[src/sv/oqrbv_pkg.sv]
// Package for the ordered queue with remove by value.
// Holds sizes, opcode and status codes, item structs and control structs.
// No dependencies.
package oqrbv_pkg;

  localparam int unsigned DEPTH = 32;
  localparam int unsigned IdxW  = $clog2(DEPTH);
  localparam int unsigned CntW  = $clog2(DEPTH + 1);

  localparam logic [1:0] OP_APPEND = 2'd0;
  localparam logic [1:0] OP_REMOVE = 2'd1;
  localparam logic [1:0] OP_DUMP   = 2'd2;

  localparam logic [1:0] STAT_OK       = 2'd0;
  localparam logic [1:0] STAT_FULL     = 2'd1;
  localparam logic [1:0] STAT_NOTFOUND = 2'd2;
  localparam logic [1:0] STAT_EMPTY    = 2'd3;

  typedef logic [IdxW-1:0] idx_t;
  typedef logic [CntW-1:0] cnt_t;

  typedef struct packed {
    logic [1:0]         opcode;
    logic signed [31:0] value;
  } in_item_t;

  typedef struct packed {
    logic [1:0]         status;
    logic signed [31:0] entry_value;
    logic [5:0]         entry_count;
    logic               last_of_run;
  } out_item_t;

  // controller to datapath
  typedef struct packed {
    logic append;
    logic remove;
    logic ld_op;
    logic ld_dump;
    logic ld_empty;
    logic last;
    idx_t idx;
  } cmd_t;

  // datapath to controller
  typedef struct packed {
    cnt_t count;
    logic empty;
  } dp_status_t;

endpackage

[src/sv/ordered_queue_remove_by_value.sv]
// Ordered queue of signed 32-bit values, capacity DEPTH (package constant).
// Append writes at the tail; remove of the first entry equal to a key uses
// the entry cells, which compare against the key in parallel and shift up in place.
// The next item is taken once the output register is empty, or in the same
// cycle that its waiting result leaves.
// A dump enters its own sequence: a start state, then one item per entry held
// at one item per cycle while the output register is free (head first,
// last_of_run on the tail entry), with no input taken before the cycle in
// which the tail entry leaves the output register; an empty dump gives one
// item with the empty status. Opcode 3 is ignored and gives no item.
// Depends on oqrbv_pkg, oqrbv_ctrl and oqrbv_dpath.
module ordered_queue_remove_by_value import oqrbv_pkg::*; (
  input  logic      clk_i,
  input  logic      rst_ni,
  input  logic      in_valid_i,
  output logic      in_ready_o,
  input  in_item_t  in_item_i,
  output logic      out_valid_o,
  input  logic      out_ready_i,
  output out_item_t out_item_o
);

  cmd_t       cmd;
  dp_status_t dp_status;

  oqrbv_ctrl u_ctrl (
    .clk_i       (clk_i),
    .rst_ni      (rst_ni),
    .in_valid_i  (in_valid_i),
    .in_ready_o  (in_ready_o),
    .opcode_i    (in_item_i.opcode),
    .out_valid_o (out_valid_o),
    .out_ready_i (out_ready_i),
    .status_i    (dp_status),
    .cmd_o       (cmd)
  );

  oqrbv_dpath u_dpath (
    .clk_i      (clk_i),
    .rst_ni     (rst_ni),
    .cmd_i      (cmd),
    .in_item_i  (in_item_i),
    .status_o   (dp_status),
    .out_item_o (out_item_o)
  );

endmodule

[src/sv/oqrbv_dpath.sv]
// Datapath of the ordered queue: a chain of entry cells with parallel compare
// and shift, the occupancy counter and the output payload register.
// Depends on oqrbv_pkg.
module oqrbv_dpath import oqrbv_pkg::*; (
  input  logic       clk_i,
  input  logic       rst_ni,
  input  cmd_t       cmd_i,
  input  in_item_t   in_item_i,
  output dp_status_t status_o,
  output out_item_t  out_item_o
);

  logic signed [31:0] cells_q [DEPTH];
  cnt_t               count_q, count_d;
  out_item_t          out_q, out_d;

  logic [DEPTH-1:0] match;
  logic [DEPTH-1:0] first;
  logic [DEPTH-1:0] shift_en;
  logic             found;
  logic             full;
  logic [1:0]       op_status;

  always_comb begin
    for (int k = 0; k < DEPTH; k++) begin
      match[k] = (cnt_t'(k) < count_q) && (cells_q[k] == in_item_i.value);
    end
  end

  // lowest matching cell, and every cell from there up
  assign first    = match & (~match + DEPTH'(1));
  assign shift_en = ~(first - DEPTH'(1));
  assign found    = |match;
  assign full     = (count_q == cnt_t'(DEPTH));

  always_comb begin
    count_d   = count_q;
    op_status = STAT_OK;
    if (cmd_i.append) begin
      if (full) begin
        op_status = STAT_FULL;
      end else begin
        count_d = count_q + cnt_t'(1);
      end
    end else if (cmd_i.remove) begin
      if (found) begin
        count_d = count_q - cnt_t'(1);
      end else begin
        op_status = STAT_NOTFOUND;
      end
    end
  end

  always_comb begin
    out_d = out_q;
    if (cmd_i.ld_op) begin
      out_d.status      = op_status;
      out_d.entry_value = in_item_i.value;
      out_d.entry_count = 6'(count_d);
      out_d.last_of_run = 1'b1;
    end else if (cmd_i.ld_dump) begin
      out_d.status      = STAT_OK;
      out_d.entry_value = cells_q[cmd_i.idx];
      out_d.entry_count = 6'(count_q);
      out_d.last_of_run = cmd_i.last;
    end else if (cmd_i.ld_empty) begin
      out_d.status      = STAT_EMPTY;
      out_d.entry_value = '0;
      out_d.entry_count = 6'(count_q);
      out_d.last_of_run = 1'b1;
    end
  end

  always_ff @(posedge clk_i) begin
    if (cmd_i.append && !full) begin
      cells_q[count_q[IdxW-1:0]] <= in_item_i.value;
    end else if (cmd_i.remove && found) begin
      for (int k = 0; k < DEPTH - 1; k++) begin
        if (shift_en[k]) begin
          cells_q[k] <= cells_q[k+1];
        end
      end
    end
  end

  always_ff @(posedge clk_i or negedge rst_ni) begin
    if (!rst_ni) begin
      count_q <= '0;
    end else begin
      count_q <= count_d;
    end
  end

  always_ff @(posedge clk_i) begin
    out_q <= out_d;
  end

  assign status_o.count = count_q;
  assign status_o.empty = (count_q == '0);
  assign out_item_o     = out_q;

endmodule

[src/sv/oqrbv_ctrl.sv]
// Controller of the ordered queue: decodes opcodes, sequences a dump and owns
// the output valid flag.
// Depends on oqrbv_pkg.
module oqrbv_ctrl import oqrbv_pkg::*; (
  input  logic       clk_i,
  input  logic       rst_ni,
  input  logic       in_valid_i,
  output logic       in_ready_o,
  input  logic [1:0] opcode_i,
  output logic       out_valid_o,
  input  logic       out_ready_i,
  input  dp_status_t status_i,
  output cmd_t       cmd_o
);

  localparam logic ST_IDLE = 1'b0;
  localparam logic ST_DUMP = 1'b1;

  logic state_q, state_d;
  idx_t idx_q, idx_d;
  logic out_valid_q, out_valid_d;
  logic slot_free;
  logic accept;
  logic last;

  assign slot_free  = !out_valid_q || out_ready_i;
  assign in_ready_o = (state_q == ST_IDLE) && slot_free;
  assign accept     = in_valid_i && in_ready_o;
  assign last       = ((cnt_t'(idx_q) + cnt_t'(1)) == status_i.count);

  always_comb begin
    state_d   = state_q;
    idx_d     = idx_q;
    cmd_o     = '0;
    cmd_o.idx = idx_q;
    cmd_o.last = last;
    case (state_q)
      ST_IDLE: begin
        if (accept) begin
          case (opcode_i)
            OP_APPEND: begin
              cmd_o.append = 1'b1;
              cmd_o.ld_op  = 1'b1;
            end
            OP_REMOVE: begin
              cmd_o.remove = 1'b1;
              cmd_o.ld_op  = 1'b1;
            end
            OP_DUMP: begin
              if (status_i.empty) begin
                cmd_o.ld_empty = 1'b1;
              end else begin
                state_d = ST_DUMP;
                idx_d   = '0;
              end
            end
            default: ;  // unused opcode: no effect, no item out
          endcase
        end
      end
      ST_DUMP: begin
        if (slot_free) begin
          cmd_o.ld_dump = 1'b1;
          if (last) begin
            state_d = ST_IDLE;
          end else begin
            idx_d = idx_q + idx_t'(1);
          end
        end
      end
      default: state_d = ST_IDLE;
    endcase
  end

  always_comb begin
    out_valid_d = out_valid_q;
    if (cmd_o.ld_op || cmd_o.ld_dump || cmd_o.ld_empty) begin
      out_valid_d = 1'b1;
    end else if (out_ready_i) begin
      out_valid_d = 1'b0;
    end
  end

  always_ff @(posedge clk_i or negedge rst_ni) begin
    if (!rst_ni) begin
      state_q     <= ST_IDLE;
      idx_q       <= '0;
      out_valid_q <= 1'b0;
    end else begin
      state_q     <= state_d;
      idx_q       <= idx_d;
      out_valid_q <= out_valid_d;
    end
  end

  assign out_valid_o = out_valid_q;

`ifndef SYNTHESIS
  a_dump_blocks_input: assert property (@(posedge clk_i) disable iff (!rst_ni)
    (state_q == ST_DUMP) |-> !in_ready_o)
    else $error("input taken during dump");

  a_dump_idx_in_range: assert property (@(posedge clk_i) disable iff (!rst_ni)
    (state_q == ST_DUMP) |-> (cnt_t'(idx_q) < status_i.count))
    else $error("dump index beyond occupancy");

  a_count_bound: assert property (@(posedge clk_i) disable iff (!rst_ni)
    status_i.count <= cnt_t'(DEPTH))
    else $error("occupancy above capacity");

  a_op_gives_item: assert property (@(posedge clk_i) disable iff (!rst_ni)
    (accept && (opcode_i == OP_APPEND || opcode_i == OP_REMOVE)) |=> out_valid_q)
    else $error("append or remove gave no item");
`endif

endmodule

[config.mk]
export PLATFORM = sky130hd
export DESIGN_NAME = ordered_queue_remove_by_value
export DESIGN_NICKNAME = d
export VERILOG_FILES = /design/src/sv/oqrbv_pkg.sv /design/src/sv/ordered_queue_remove_by_value.sv /design/src/sv/oqrbv_dpath.sv /design/src/sv/oqrbv_ctrl.sv
export SDC_FILE = /design/constraint.sdc
export NUM_CORES = 2
export LEC_CHECK = 0
export ABC_CLOCK_PERIOD_IN_PS = 4750
export BUFFER_PORTS_ARGS = -buffer_cell sky130_fd_sc_hd__buf_2
export CAP_MARGIN = 10
export CORE_MARGIN = 2
export CORE_UTILIZATION = 55
export DETAILED_ROUTE_END_ITERATION = 8
export GPL_ROUTABILITY_DRIVEN = 1
export PLACE_DENSITY = 0.79
export SLEW_MARGIN = 5
export SYNTH_ARGS = -nofsm -noshare
export SYNTH_HDL_FRONTEND = slang
export SYNTH_SLANG_ARGS = --single-unit
[constraint.sdc]
create_clock -name clk_i -period 4.75 [get_ports clk_i]
set_input_delay 0.2375 -clock clk_i [delete_from_list [all_inputs] [get_ports clk_i]]
set_output_delay 0.2375 -clock clk_i [all_outputs]
set_load 0.005 [all_outputs]
==> results.yml <==
detailed_routing:
  drc: 0
  dr.pass1.iters: 6
  vias: 45800
  finalWirelength_microns: 258000
  drtIter0Drc: 7945
  wl_per_cell_microns: 40.4
  ant_nets: 0
  via_per_inst: 7.18
grt:
  grt_antenna_before_repair: 44
  grt_pass1_wl_microns: 355000
  grt-ovfl-total: 0
  grt_pass1_vias: 43200
  grt_max_degree: 45
  track_usage_pct: 41.0
pwr:
  p_seq_share_pct: 36.6
  p_int_mw: 20.1
  pwr-share-clk_pct: 32.1
  p_leak_nw: 24.1
  pwr-share-comb_pct: 31.3
  p_switching_mw: 10.3
  power.density_nw_per_um2: 406
  sw_frac_of_total_pct: 33.9
  ir_drop_mv: 0.459
finish:
  fin_cells: 6386
  drive_above_1_share_pct: 37.2
  num-fill-cells: 9070
  finalNetCount: 4702
  syn_to_final_growth_pct: 12.1
  design_area_sq_um: 74900
sta:
  hold_viol_final: 0
  drv_slew: 0
  tightest_slew_ps: 1110
  maxSlewHeadroom_pct: 26.2
  finClkSkew_ps: 39.9
  setup_viol: 0
  fin_tns_setup_ps: 0
  timing.fmax_mhz: 213
  min_period_ps: 4700
  period_share_pct: 98.9
  rsz0062_at_grt: "no"
synthesis:
  async_flop_share_pct: 1.21
  ys_ff_latch: 1078
  synth_edf_count: 1064
  ys.flop_type: "edfxtp_1"
  syn_area_sq_um: 66900
  ys_warn_count: 0
  ys_types: 69
  yosysSeqAreaShare_pct: 48.3
  synthCells: 4590
  syn_avg_cell_area_sq_um: 14.6
  synth_fp_nets: 4634
flow_run:
  maxCapViolations: 0
placement:
  post-dp-hpwl_microns: 189000
  place_congestion: 1.06
  dpl_cell_area_sq_um: 70800
  port-buffer-count: 80
  numPlacedInstances: 6138
worst_setup_path:
  r2r_slack_ps: 50
  critical-path-max-stage-delay_ps: 590
  crit_buf_inv: 5
  crit_chain: "inv_1 -> ha_1 -> buf_4 -> inv_1 -> o211ai_1 -> or4_1 -> and3_1 -> nand4_2 -> buf_4 -> nor4_4 -> a211o_1 -> buf_12 -> mux2_1"
  crit_type: "reg -> reg"
  path_delay_family: "simple AND/OR/NAND/NOR gates"
  crit_path_max_fanout: 32
  crit_path_start_kind: "flop"
  crit_path_end_kind: "flop"
  arrival_ps: 5200
  cp_slowest_cell: "nor4_4"
  cp_data_required_time_ps: 5260
clock_network:
  clockBufferDepth: 3
  htreeDepth: 3
  clockRootBuffer: "clkbuf_16"
  worst_skew_pair.late_latency_ps: 790
  cts_tree: "yes"
  cts_buffers: 119
  clkTransAtPathRegs_ps: 60
  cts_sinks: 1078
floorplan:
  io_pins: 81
  die_h_microns: 353
  die_area_sq_um: 124000
  fp.coreArea_sq_um: 120000
  die_width_microns: 353
  std_cell_rows: 127
  start_util_pct: 55.6
min_path:
  hold_class: "in -> reg"
status:
  outcome: "complete, no violations"
## routing by layer
layer / vias up / routed length (microns) / track usage, %
li1: 17800 / - / -
met1: 23400 / 92100 / 55.3
met2: 3838 / 112000 / 60.8
met3: 705 / 36100 / 11.5
met4: 34 / 17100 / 20.9
met5: - / 233 / 0
## worst paths after layout
kind,from,end,cells past startpoint
setup / recovery,u_dpath.count_q[0],u_dpath.cells_q[30][18],13
hold / removal,in_item_i[13],u_dpath.cells_q[1][13],2
setup reg to reg,u_dpath.count_q[0],u_dpath.cells_q[30][18],13
hold reg to reg,u_dpath.out_item_o[0],u_dpath.out_item_o[0],1
max in group asynchronous,rst_ni,u_ctrl.idx_q[0],3
min in group asynchronous,rst_ni,u_dpath.count_q[1],3
## synth_stat cells, types with 6 or more instances
cell type | instances | area share, %
ha_1 | 6 | 0.11
nor3_1 | 38 | 0.28
nand4_1 | 140 | 1.3
o31ai_1 | 6 | 0.067
nor3_2 | 15 | 0.22
a211oi_4 | 9 | 0.27
dfrtp_1 | 13 | 0.49
buf_1 | 29 | 0.16
mux2i_1 | 32 | 0.48
xnor2_1 | 466 | 6.1
clkbuf_1 | 168 | 0.94
nand2_1 | 70 | 0.39
xor2_1 | 568 | 7.4
and3_1 | 9 | 0.084
o21ai_0 | 52 | 0.39
nor4_1 | 155 | 1.5
inv_1 | 11 | 0.062
mux4_2 | 320 | 11
o22ai_1 | 9 | 0.084
buf_4 | 120 | 1.3
mux2_1 | 150 | 2.5
and2_1 | 9 | 0.084
nor2_1 | 18 | 0.10
buf_6 | 26 | 0.44
o21bai_1 | 7 | 0.079
a21o_1 | 20 | 0.22
a21oi_1 | 11 | 0.082
mux2_2 | 845 | 14
buf_2 | 85 | 0.64
edfxtp_1 | 1064 | 48
or3_1 | 8 | 0.075
nand3_1 | 38 | 0.28
## kinds of logic after synthesis
group	share of synthesized area, %
XOR/XNOR	13.5
AND/OR/NAND/NOR	4.76
multiplexers	28.0
buffers and inverters	3.59
adder cells (fa/ha/maj)	0.112
AO/OA/AOI/OAI	1.68
flip-flops	48.3
## what timing repair did
action | in CTS | in global routing
endpoints found under the setup margin | 0 | 40
hold endpoints to repair | 22 | 0
setup buffers | 0 | 0
gates resized for setup | 0 | 1
hold buffers | 10 | 0
## stage by stage
stage	power, mW	worst slack (ps)	utilization, %	hold slack [ps]
3_3_place_gp	20.3	-38.8	58.9	168
4_1_cts	30.0	116	62.3	0.576
5_1_grt	30.8	4.71	62.3	10.6
6_report	30.4	53.7	62.3	52.2
2_1_floorplan	16.1	4.34	-	-58.1
3_5_place_dp	20.3	19.7	58.9	167
## area by class of cell
class / count / area, sq um / share of cell area (%)
Multi-Input combinational cell: 3073 / 32500 / 43.3
Timing Repair Buffer: 375 / 4090 / 5.46
Clock buffer: 146 / 3100 / 4.14
Antenna cell: 10 / 25.0 / 0.0334
Sequential cell: 1078 / 32300 / 43.1
Clock inverter: 81 / 891 / 1.19
Tap cell: 1612 / 2020 / 2.69
Inverter: 11 / 41.3 / 0.0551
## layout by cell type, fill, tap and decap left out, types with 18 or more instances in the layout
cell type  Yosys  routed
a21o_1        20      20
buf_12         0     110
buf_2         85      49
buf_4        120     206
bufinv_16      0      18
clkbuf_1     168      26
clkbuf_16      0     120
clkinv_1       0      27
clkinv_2       0      24
edfxtp_1    1064    1064
mux2_1       150     150
mux2_2       845     845
mux2i_1       32      32
mux4_2       320     320
nand2_1       70      68
nand3_1       38      38
nand4_1      140     140
nor3_1        38      38
nor4_1       155     155
o21ai_0       52      49
xnor2_1      466     466
xor2_1       568     568
## worst register-to-register path: cells and delay by family, from the launching register on
kind,cells,cell delay [ps]
adders and majority gates,1,470
AOI/OAI and AO/OA,2,620
DFF,1,450
buffers and inverters,5,1020
muxes,1,400
and+or+nand+nor,4,1470
## power by group through the flow
stage / clock (mW) / combinational, mW / sequential, mW
floorplan: 0 / 5.06 / 11.1
global placement: 0 / 8.99 / 11.3
detailed placement: 0 / 9.02 / 11.3
CTS: 9.77 / 9.08 / 11.1
global route: 10.1 / 9.50 / 11.2
finish: 9.76 / 9.52 / 11.1
## sequential cells by signal (all words and copies together) (netlist names)
signal / flops
u_dpath.count_q: 6
u_ctrl.out_valid_o: 1
u_dpath.out_item_o: 41
u_ctrl.state_q: 1
u_ctrl.idx_q: 5
u_dpath.cells_q: 1024
(Power assumes the default switching activity.)
